==> config.mk <==
export PLATFORM = sky130hd
export DESIGN_NAME = load_cell_weight_processor_unit
export DESIGN_NICKNAME = d
export VERILOG_FILES = /design/src/design/lcwp_pkg.sv /design/src/design/load_cell_weight_processor_unit.sv
export VERILOG_INCLUDE_DIRS = /design/src /design/src/design
export SDC_FILE = /design/constraint.sdc
export NUM_CORES = 2
export LEC_CHECK = 0
export BUFFER_PORTS_ARGS = -buffer_cell sky130_fd_sc_hd__buf_2
export CELL_PAD_IN_SITES_DETAIL_PLACEMENT = 1
export CELL_PAD_IN_SITES_GLOBAL_PLACEMENT = 1
export CORE_MARGIN = 4
export CORE_UTILIZATION = 44
export DETAILED_ROUTE_END_ITERATION = 8
export PLACE_DENSITY = 0.79
export SKIP_LAST_GASP = 1
export SLEW_MARGIN = 30
export SYNTH_ARGS = -nofsm -noshare
export SYNTH_HDL_FRONTEND = slang
export SYNTH_SLANG_ARGS = --single-unit
==> constraint.sdc <==
create_clock -name clk -period 18.6 [get_ports clk]
set_input_delay 1.86 -clock clk [delete_from_list [all_inputs] [get_ports clk]]
set_output_delay 1.86 -clock clk [all_outputs]
set_load 0.02 [all_outputs]
==> src/design/assert_macros.svh <==
// ----------------------------------------------------------------------------
// Assertion macros
// Shorthand for clocked implication checks, disabled while reset is high.
// ----------------------------------------------------------------------------
`ifndef ASSERT_MACROS_SVH
`define ASSERT_MACROS_SVH

// same-cycle implication
`define ASSERT_IMPLIES(label, clk, rst, a, b) \
  label: assert property (@(posedge clk) disable iff (rst) (a) |-> (b)) \
    else $error("implication check failed");

// next-cycle implication
`define ASSERT_NEXT(label, clk, rst, a, b) \
  label: assert property (@(posedge clk) disable iff (rst) (a) |=> (b)) \
    else $error("next-cycle check failed");

`endif

==> src/design/lcwp_pkg.sv <==
// ----------------------------------------------------------------------------
// lcwp_pkg
// Shared codes, constants and saturation helper for the weight processor.
// ----------------------------------------------------------------------------
package lcwp_pkg;

  localparam logic [1:0] OP_SAMPLE = 2'd0;
  localparam logic [1:0] OP_ZERO   = 2'd1;
  localparam logic [1:0] OP_WRITE  = 2'd2;
  localparam logic [1:0] OP_NONE   = 2'd3;

  localparam logic [2:0] REG_POINTS       = 3'd0;
  localparam logic [2:0] REG_FILTER_SHIFT = 3'd1;
  localparam logic [2:0] REG_BAND_LIMIT   = 3'd2;
  localparam logic [2:0] REG_ROUND_STEP   = 3'd3;
  localparam logic [2:0] REG_ZERO_BAND    = 3'd4;
  localparam logic [2:0] REG_ZERO_DELAY   = 3'd5;
  localparam logic [2:0] REG_STEADY_BAND  = 3'd6;
  localparam logic [2:0] REG_STEADY_DELAY = 3'd7;

  localparam logic signed [23:0] FAIL_MARK  = -24'sd999999;
  localparam logic [10:0]        STEADY_MAX = 11'd2000;
  localparam logic [11:0]        DELAY_UNIT = 12'd10;

  typedef logic signed [31:0] word_t;

  function automatic word_t sat32(input logic signed [63:0] v);
    word_t r;
    if (v > 64'sd2147483647) r = 32'sh7fffffff;
    else if (v < -64'sd2147483648) r = 32'sh80000000;
    else r = word_t'(v);
    return r;
  endfunction

endpackage

==> src/design/load_cell_weight_processor_unit.sv <==
// Sequence, accept to result valid: set-zero, calibration write, failed-read and unknown
// words go straight to the result; samples search the calibration segments, then use a
// 25-step serial multiply and a 57-step restoring division, and a second 57-step division
// with rounding on, all on one shared datapath. A held result stalls it.
// Flow: one word at a time; the next word can be taken once the result is presented.
// Reset: control, registers and state clear; the calibration memory does not.
// ----------------------------------------------------------------------------
// load_cell_weight_processor_unit
// Filter, piecewise-linear calibration, offset, rounding, zero tracking and
// stability detection for load-cell converter samples.
// ----------------------------------------------------------------------------
module load_cell_weight_processor_unit #(
  parameter int MAX_POINTS = 8
) (
  input  logic        clk,
  input  logic        rst,
  input  logic        cfg_we,
  input  logic [2:0]  cfg_addr,
  input  logic [22:0] cfg_wdata,
  input  logic        s_tvalid,
  output logic        s_tready,
  // adc_sample[23:0], point_index[26:24], point_adc[50:27], point_weight[82:51]
  input  logic [87:0] s_tdata,
  // operation[1:0], read_failed[2]
  input  logic [2:0]  s_tuser,
  output logic        m_tvalid,
  input  logic        m_tready,
  // raw_echo[23:0], weight[55:24], zero_offset[87:56]
  output logic [87:0] m_tdata,
  // stable[0], zero_refused[1]
  output logic [1:0]  m_tuser
);
  import lcwp_pkg::*;

  localparam int AW = (MAX_POINTS > 1) ? $clog2(MAX_POINTS) : 1;
  localparam int NW = $clog2(MAX_POINTS + 1);

  localparam logic [3:0] S_IDLE = 4'd0;
  localparam logic [3:0] S_DISP = 4'd1;
  localparam logic [3:0] S_SRD  = 4'd2;
  localparam logic [3:0] S_SCMP = 4'd3;
  localparam logic [3:0] S_LRD  = 4'd4;
  localparam logic [3:0] S_LGET = 4'd5;
  localparam logic [3:0] S_MUL  = 4'd6;
  localparam logic [3:0] S_DIV1 = 4'd7;
  localparam logic [3:0] S_CAL  = 4'd8;
  localparam logic [3:0] S_ADD  = 4'd9;
  localparam logic [3:0] S_DIV2 = 4'd10;
  localparam logic [3:0] S_RND  = 4'd11;
  localparam logic [3:0] S_FIN  = 4'd12;

  logic [3:0] state;

  // configuration
  logic [3:0]  points_in_use;
  logic [4:0]  filter_shift;
  logic [22:0] filter_band;
  logic [15:0] round_step, zero_band, steady_band;
  logic [7:0]  zero_delay, steady_delay;

  // captured word
  logic [1:0]         op;
  logic               failed;
  logic signed [23:0] sample, padc;
  logic [2:0]         pidx;
  word_t              pw;

  // processing state
  logic signed [23:0] filter_value;
  logic               seeded;
  word_t              offset, last_weight, steady_reference;
  logic [11:0]        zero_count;
  logic [10:0]        steady_count;
  logic               steady_flag;

  // calibration memory: {weight, adc}
  logic [55:0] cal_mem [MAX_POINTS];
  logic [55:0] rd_data;
  logic [AW-1:0] raddr, j;
  logic signed [23:0] rd_adc;
  word_t              rd_w;

  // datapath
  logic signed [23:0] x, x1;
  word_t              y0, y1, cal, w;
  logic [24:0]  mplier, dvs, rem;
  logic [32:0]  mcand, rmag;
  logic [56:0]  num;
  logic [5:0]   cnt;
  logic         neg, wneg;

  logic [NW-1:0] n;
  always_comb begin
    if (32'(points_in_use) > MAX_POINTS) n = NW'(MAX_POINTS);
    else n = NW'(points_in_use);
  end

  assign rd_adc = rd_data[23:0];
  assign rd_w   = rd_data[55:24];
  assign raddr  = (state == S_LRD) ? j - AW'(1) : j;

  // filter
  logic signed [24:0] fd;
  logic signed [23:0] fv_new;
  logic [23:0]        fbase;
  always_comb begin
    fbase = seeded ? filter_value : sample;
    fd = 25'(sample) - 25'($signed(fbase));
    if (filter_shift == 5'd0) fv_new = sample;
    else if (fd > $signed({2'b00, filter_band}) || fd < -$signed({2'b00, filter_band}))
      fv_new = sample;
    else fv_new = 24'($signed(fbase) + (fd >>> filter_shift));
  end

  // segment endpoint differences
  logic signed [24:0] dx, den;
  logic signed [32:0] dy;
  always_comb begin
    dx  = 25'(x) - 25'(rd_adc);
    den = 25'(x1) - 25'(rd_adc);
    dy  = 33'(y1) - 33'(rd_w);
  end

  // shared divide step
  logic [25:0] rem_sh;
  logic        ge;
  assign rem_sh = {rem, num[56]};
  assign ge     = rem_sh >= {1'b0, dvs};

  // calibrated weight and rounding front end
  logic signed [58:0] qs;
  word_t              w0;
  logic [32:0]        m;
  logic [32:0]        rmag_r;
  logic signed [33:0] ws;
  always_comb begin
    qs = neg ? -$signed({2'b00, num}) : $signed({2'b00, num});
    w0 = sat32(64'(cal) + 64'(offset));
    if (w0[31]) m = 33'(-64'(w0)) + 33'(round_step >> 1);
    else m = 33'(w0) + 33'(round_step >> 1);
    rmag_r = rmag - 33'(rem);
    ws = wneg ? -$signed({1'b0, rmag_r}) : $signed({1'b0, rmag_r});
  end

  // commit values
  word_t       off_n, lw_n, ref_n;
  logic [11:0] zc_n, zc_inc;
  logic [10:0] sc_n, sc_inc;
  logic        flag_n, refused;
  logic signed [32:0] sd;
  logic        fin_go;
  logic signed [23:0] raw;

  assign fin_go = (state == S_FIN) && (!m_tvalid || m_tready);

  always_comb begin
    off_n = offset; lw_n = last_weight; ref_n = steady_reference;
    zc_n = zero_count; sc_n = steady_count; flag_n = steady_flag;
    refused = 1'b0; raw = 24'sd0;
    zc_inc = zero_count + 12'd1;
    sc_inc = (steady_count < STEADY_MAX) ? steady_count + 11'd1 : steady_count;
    sd = 33'(w) - 33'(steady_reference);
    if (op == OP_SAMPLE) begin
      raw = failed ? FAIL_MARK : sample;
      if (!failed) begin
        lw_n = w;
        if (zero_band != 16'd0) begin
          if (33'(w) > -$signed({17'd0, zero_band}) && 33'(w) < $signed({17'd0, zero_band}))
          begin
            zc_n = zc_inc;
            if (zc_inc > {4'd0, zero_delay} * DELAY_UNIT) begin
              off_n = sat32(64'(offset) - 64'(w));
              zc_n = 12'd0;
            end
          end else begin
            zc_n = 12'd0;
          end
        end
        if (sd >= -$signed({17'd0, steady_band}) && sd <= $signed({17'd0, steady_band}))
        begin
          sc_n = sc_inc;
          if ({1'b0, sc_inc} >= {4'd0, steady_delay} * DELAY_UNIT) flag_n = 1'b1;
        end else begin
          ref_n = w; sc_n = 11'd0; flag_n = 1'b0;
        end
      end
    end else if (op == OP_ZERO) begin
      if (!steady_flag) refused = 1'b1;
      else begin
        off_n = sat32(64'(offset) - 64'(last_weight));
        zc_n = 12'd0;
      end
    end
  end

  assign s_tready = (state == S_IDLE);

  // memory
  always_ff @(posedge clk) begin
    if (state == S_DISP && op == OP_WRITE && 32'(pidx) < MAX_POINTS)
      cal_mem[AW'(pidx)] <= {pw, padc};
    rd_data <= cal_mem[raddr];
  end

  // configuration registers
  always_ff @(posedge clk) begin
    if (rst) begin
      points_in_use <= '0; filter_shift <= '0; filter_band <= '0; round_step <= '0;
      zero_band <= '0; zero_delay <= '0; steady_band <= '0; steady_delay <= '0;
    end else if (cfg_we) begin
      case (cfg_addr)
        REG_POINTS:       points_in_use <= cfg_wdata[3:0];
        REG_FILTER_SHIFT: filter_shift  <= cfg_wdata[4:0];
        REG_BAND_LIMIT:   filter_band   <= cfg_wdata;
        REG_ROUND_STEP:   round_step    <= cfg_wdata[15:0];
        REG_ZERO_BAND:    zero_band     <= cfg_wdata[15:0];
        REG_ZERO_DELAY:   zero_delay    <= cfg_wdata[7:0];
        REG_STEADY_BAND:  steady_band   <= cfg_wdata[15:0];
        REG_STEADY_DELAY: steady_delay  <= cfg_wdata[7:0];
        default: ;
      endcase
    end
  end

  // payload and datapath
  always_ff @(posedge clk) begin
    if (s_tvalid && s_tready) begin
      op <= s_tuser[1:0]; failed <= s_tuser[2];
      sample <= s_tdata[23:0]; pidx <= s_tdata[26:24];
      padc <= s_tdata[50:27]; pw <= s_tdata[82:51];
    end
    case (state)
      S_DISP: begin
        x <= fv_new; j <= AW'(1); cal <= '0;
      end
      S_SCMP: begin
        x1 <= rd_adc; y1 <= rd_w;
        if (!(x < rd_adc || NW'(j) + NW'(1) == n)) j <= j + AW'(1);
      end
      S_LGET: begin
        y0 <= rd_w; cal <= rd_w;
        mplier <= dx[24] ? 25'(-dx) : 25'(dx);
        mcand  <= dy[32] ? 33'(-dy) : 33'(dy);
        dvs    <= den[24] ? 25'(-den) : 25'(den);
        neg    <= dx[24] ^ dy[32] ^ den[24];
        num <= '0; cnt <= 6'd24;
      end
      S_MUL: begin
        num <= (num << 1) + (mplier[24] ? 57'(mcand) : 57'd0);
        mplier <= mplier << 1;
        if (cnt == 6'd0) begin
          cnt <= 6'd56; rem <= '0;
        end else cnt <= cnt - 6'd1;
      end
      S_DIV1, S_DIV2: begin
        rem <= ge ? 25'(rem_sh - {1'b0, dvs}) : rem_sh[24:0];
        num <= {num[55:0], ge};
        cnt <= cnt - 6'd1;
      end
      S_CAL: cal <= sat32(64'(y0) + 64'(qs));
      S_ADD: begin
        w <= w0; rmag <= m; wneg <= w0[31];
        num <= 57'(m); dvs <= 25'(round_step); rem <= '0; cnt <= 6'd56;
      end
      S_RND: w <= sat32(64'(ws));
      default: ;
    endcase
  end

  // sequencer and state
  always_ff @(posedge clk) begin
    if (rst) begin
      state <= S_IDLE;
      filter_value <= '0; seeded <= 1'b0; offset <= '0; last_weight <= '0;
      zero_count <= '0; steady_count <= '0; steady_reference <= '0;
      steady_flag <= 1'b0; m_tvalid <= 1'b0;
    end else begin
      if (m_tvalid && m_tready && !fin_go) m_tvalid <= 1'b0;
      case (state)
        S_IDLE: if (s_tvalid) state <= S_DISP;
        S_DISP: begin
          if (op == OP_SAMPLE && !failed) begin
            filter_value <= fv_new; seeded <= 1'b1;
            state <= (n < NW'(2)) ? S_ADD : S_SRD;
          end else state <= S_FIN;
        end
        S_SRD:  state <= S_SCMP;
        S_SCMP: state <= (x < rd_adc || NW'(j) + NW'(1) == n) ? S_LRD : S_SRD;
        S_LRD:  state <= S_LGET;
        S_LGET: state <= (den == 25'sd0) ? S_ADD : S_MUL;
        S_MUL:  if (cnt == 6'd0) state <= S_DIV1;
        S_DIV1: if (cnt == 6'd0) state <= S_CAL;
        S_CAL:  state <= S_ADD;
        S_ADD:  state <= (round_step > 16'd1) ? S_DIV2 : S_FIN;
        S_DIV2: if (cnt == 6'd0) state <= S_RND;
        S_RND:  state <= S_FIN;
        S_FIN: begin
          if (fin_go) begin
            offset <= off_n; last_weight <= lw_n; steady_reference <= ref_n;
            zero_count <= zc_n; steady_count <= sc_n; steady_flag <= flag_n;
            m_tvalid <= 1'b1;
            state <= S_IDLE;
          end
        end
        default: state <= S_IDLE;
      endcase
    end
  end

  // output word
  always_ff @(posedge clk) begin
    if (fin_go) begin
      m_tdata <= {off_n, lw_n, raw};
      m_tuser <= {refused, flag_n};
    end
  end

  `include "assert_macros.svh"

  `ASSERT_NEXT(a_busy_after_accept, clk, rst, s_tvalid && s_tready, !s_tready)
  `ASSERT_NEXT(a_fin_delivers, clk, rst, fin_go, m_tvalid && state == S_IDLE)
  `ASSERT_IMPLIES(a_refused_unstable, clk, rst, m_tvalid && m_tuser[1], !m_tuser[0])

endmodule

==> impl_summary.log <==
INFO  metric status = finished, final reports clean
INFO  metric clk_transition_reported_paths = roughly 0.07 ns
INFO  metric synth_enable_flop_cells = 1009
INFO  metric fin_skew = about 0.039 ns
INFO  metric setup-tns-final = 0 ns
INFO  metric yosysMostFrequentCell = edfxtp_1
INFO  metric synth_area_leaders = edfxtp_1 36%, ha_1 9.3%, dfxtp_1 7.1%
INFO  metric critical_path_peak_fanout = 51
INFO  metric synth.largest_area_cell = edfxtp_1
INFO  metric slowest_cell_on_the_critical_path = clkinv_1
INFO  metric slowest_stage_delay_cp = 0.80 ns
INFO  metric post-cts-setup-buffers = 0
INFO  metric layout.filler_cells = between 20k and 25k
INFO  metric nets = 9349
INFO  metric post_synthesis_instance_area = roughly 85000 µm²
INFO  metric ioPinCount = 214
INFO  metric placeableCoreArea = 193000 µm²
INFO  metric cp.required = 19.20 ns
INFO  metric number_of_antenna_violations_at_the_first_check_in_global_routing = 6
INFO  metric dp_worst_setup_slack = around 9.4 ns
INFO  metric grt.overflow.total = 0
INFO  metric drtPass1Iterations = 5
INFO  metric power = 0.0146 W
INFO  metric synth_flop_cell = edfxtp_1
INFO  metric die_width = between 400 and 500 µm
INFO  metric cts-resized-gates = 0
INFO  metric cts_tree = built
INFO  metric rsz0062_at_grt = false
INFO  metric area.growth.synth_to_final = 10.2%
INFO  metric layout-drive-gt1-share = 11.3%
INFO  metric routabilityCongestion = 0.977
INFO  metric timing.fmax = 106 MHz
INFO  metric final.setup.worst_slack = approximately 9 ns
INFO  metric worst-path-buf-inv = 5
INFO  metric die_footprint = approximately 200000 µm²
INFO  metric syn_inst = 8476
INFO  metric power-per-cell-area = 156 nW/µm²
INFO  metric ys_async_sr_fraction = 0%
INFO  metric synth.yosys.seq_area_share = 42.7%
INFO  metric first_global_vias = about 70k
INFO  metric detailed_place_hpwl = approximately 210 mm
INFO  metric hold_path.class = flop to flop
INFO  metric ir_drop = 130 µV
INFO  metric cts-root-buf = clkbuf_16
INFO  metric overall_track_demand_over_capacity_in_global_routing = roughly 28%
INFO  metric floorplan.rows = 161
INFO  metric grt_first_pass_wirelength = 436 mm
INFO  metric finalSetupViolCount = 0
INFO  metric static-leakage-power = 35.4 nW
INFO  metric minimum_clock_period_after_layout = 9.42 ns
INFO  metric drc_errors_left = 0
INFO  metric initial_core_util = between 40 and 50%
INFO  metric worst_margin_pin_slew = 1.09 ns
INFO  metric cts.path.max_buffers = 3
INFO  metric cts_bufs_inserted = 145
INFO  metric total_number_of_vias = a little under 70k
INFO  metric finalWirelength = 286 mm
INFO  metric syn-num-nets = ~9k
INFO  metric worstSetupStartpointType = flop
INFO  metric timing.max_slew.rel_slack = 27.1%
INFO  metric numClockSinks = 1311
INFO  metric syn_avg_cell_area = about 10 µm²
INFO  metric ys_seq_elements = 1311
INFO  metric crit_path_dat = 10.02 ns
INFO  metric total_number_of_h_tree_levels = 4
INFO  metric synthTopCellsByCount = 1009 x edfxtp_1, 770 x nand2_1, 637 x a21oi_1, 631 x ha_1, 568 x nor2_1
INFO  metric netlist.area_leader.share = 35.6%
INFO  metric hold_viol_final = 0
INFO  metric hold_path_startpoint = rd_data[23]
INFO  metric post_drt_wl_per_cell = 25.4 µm
INFO  metric yosysWarningCount = 0
INFO  metric synthDistinctLibCells = 119
INFO  metric clkLatencyLatePin = 0.82 ns
INFO  metric antenna_violating_nets_post_route = 0
INFO  metric place.port_buffers = 208
INFO  metric endpoint_kind = flop
INFO  metric drt_iter0_drc = between 5k and 6k
INFO  metric final-max-slew-violation-count = 0
INFO  metric postLayoutCoreUtil = 48.7%
INFO  metric post-route-period-util = around half
INFO  metric grt_max_degree = 159
INFO  metric floorplan.die.height = 448 µm
INFO  metric drv.max_cap_violation_count = 0
INFO  metric regToRegStartpoint = cal[0]
INFO  metric timing.setup.critical_path_class = flop to flop
INFO  metric detail_route.vias_per_cell = 6.18
INFO  metric cp-startpoint = cal[0]
INFO  metric ctsHoldBuffers = 0
INFO  metric cp_top_family = compound AO/OA/AOI/OAI gates
## sequential cells by signal, summed over array words and instances, names as in the netlist, 24 cells and up
name and cells:
cal_mem 448, w 32, x1 24, rmag 33, rd_data 56, steady_reference 32, y1 32, m_tdata 88
last_weight 32, num 57, filter_value 24, dvs 25, padc 24, sample 24, mcand 33, x 24
rem 25, mplier 25, y0 32, offset 32, cal 32, pw 32
## power by group
part / switching (W) / internal, W
logic: 0.00463 / 0.00282
clock network: 0.00127 / 0.00167
registers: 0.000411 / 0.00384
total: 0.00631 / 0.00833
## cells in the final DEF (no fill, tap or decap), drive strengths merged, types with 73 or more instances in the layout
cell,count
nor3,207
o21ai,426
edfxtp,1009
mux4,125
a31oi,88
and3,82
nor2,598
o21a,103
clkbuf,191
and2,102
mux2i,81
mux2,95
nor2b,82
a211oi,73
ha,631
inv,522
a21oi,669
xnor2,375
o221ai,77
nand2b,88
nand3,170
nand4,93
a21o,200
dfxtp,302
xor2,200
nand2,770
buf,305
## per-layer routing
layer,GRT usage [%],part of all wire (%),vias to the layer above
met1,36.9,43,34900
met3,3.62,5.6,511
met5,0,0,-
met4,10.5,3.8,0
met2,46.8,48,2119
li1,-,-,31800
## stage by stage
step                      hold WS, ns  instance area (µm²)  cells
after global placement          0.413                88900  11000
final                           0.435                93800  11200
after CTS                       0.440                93700  11200
after detailed placement        0.425                89000  11000
after global routing            0.450                93800  11200
after floorplan                 0.408                85200   8476
## worst paths after layout
kind         cells past startpoint  slack [ns]       to
max                             27        9.18  num[27]
min                              0        0.44   x1[23]
max reg2reg                     27        9.18  num[27]
min reg2reg                      0        0.44   x1[23]
## layout make-up
type / instances / area [µm²] / share of cell area [%]
clock buffers: 191 / 3970 / 4.24
inverters: 515 / 1940 / 2.06
clock inverters: 76 / 793 / 0.846
multi-input cells: 6301 / 45800 / 48.8
repair buffers: 305 / 1840 / 1.96
flip-flops and latches: 1311 / 36300 / 38.7
diodes: 5 / 12.5 / 0.0133
well taps: 2526 / 3160 / 3.37
## logic make-up (layout without fill, tap and decap cells)
group | after synthesis | after routing | synth area share, %
buffers and inverters | 864 | 1087 | 3.93
AOI/OAI and AO/OA | 2276 | 2276 | 18.0
and+or+nand+nor | 2485 | 2485 | 14.1
xor gates and xnor gates | 576 | 576 | 5.96
adders and majority gates | 662 | 662 | 9.83
muxes | 301 | 301 | 5.51
other | 1 | 6 | 0.00440
DFF | 1311 | 1311 | 42.7
Power figures use the tool's default switching activity.
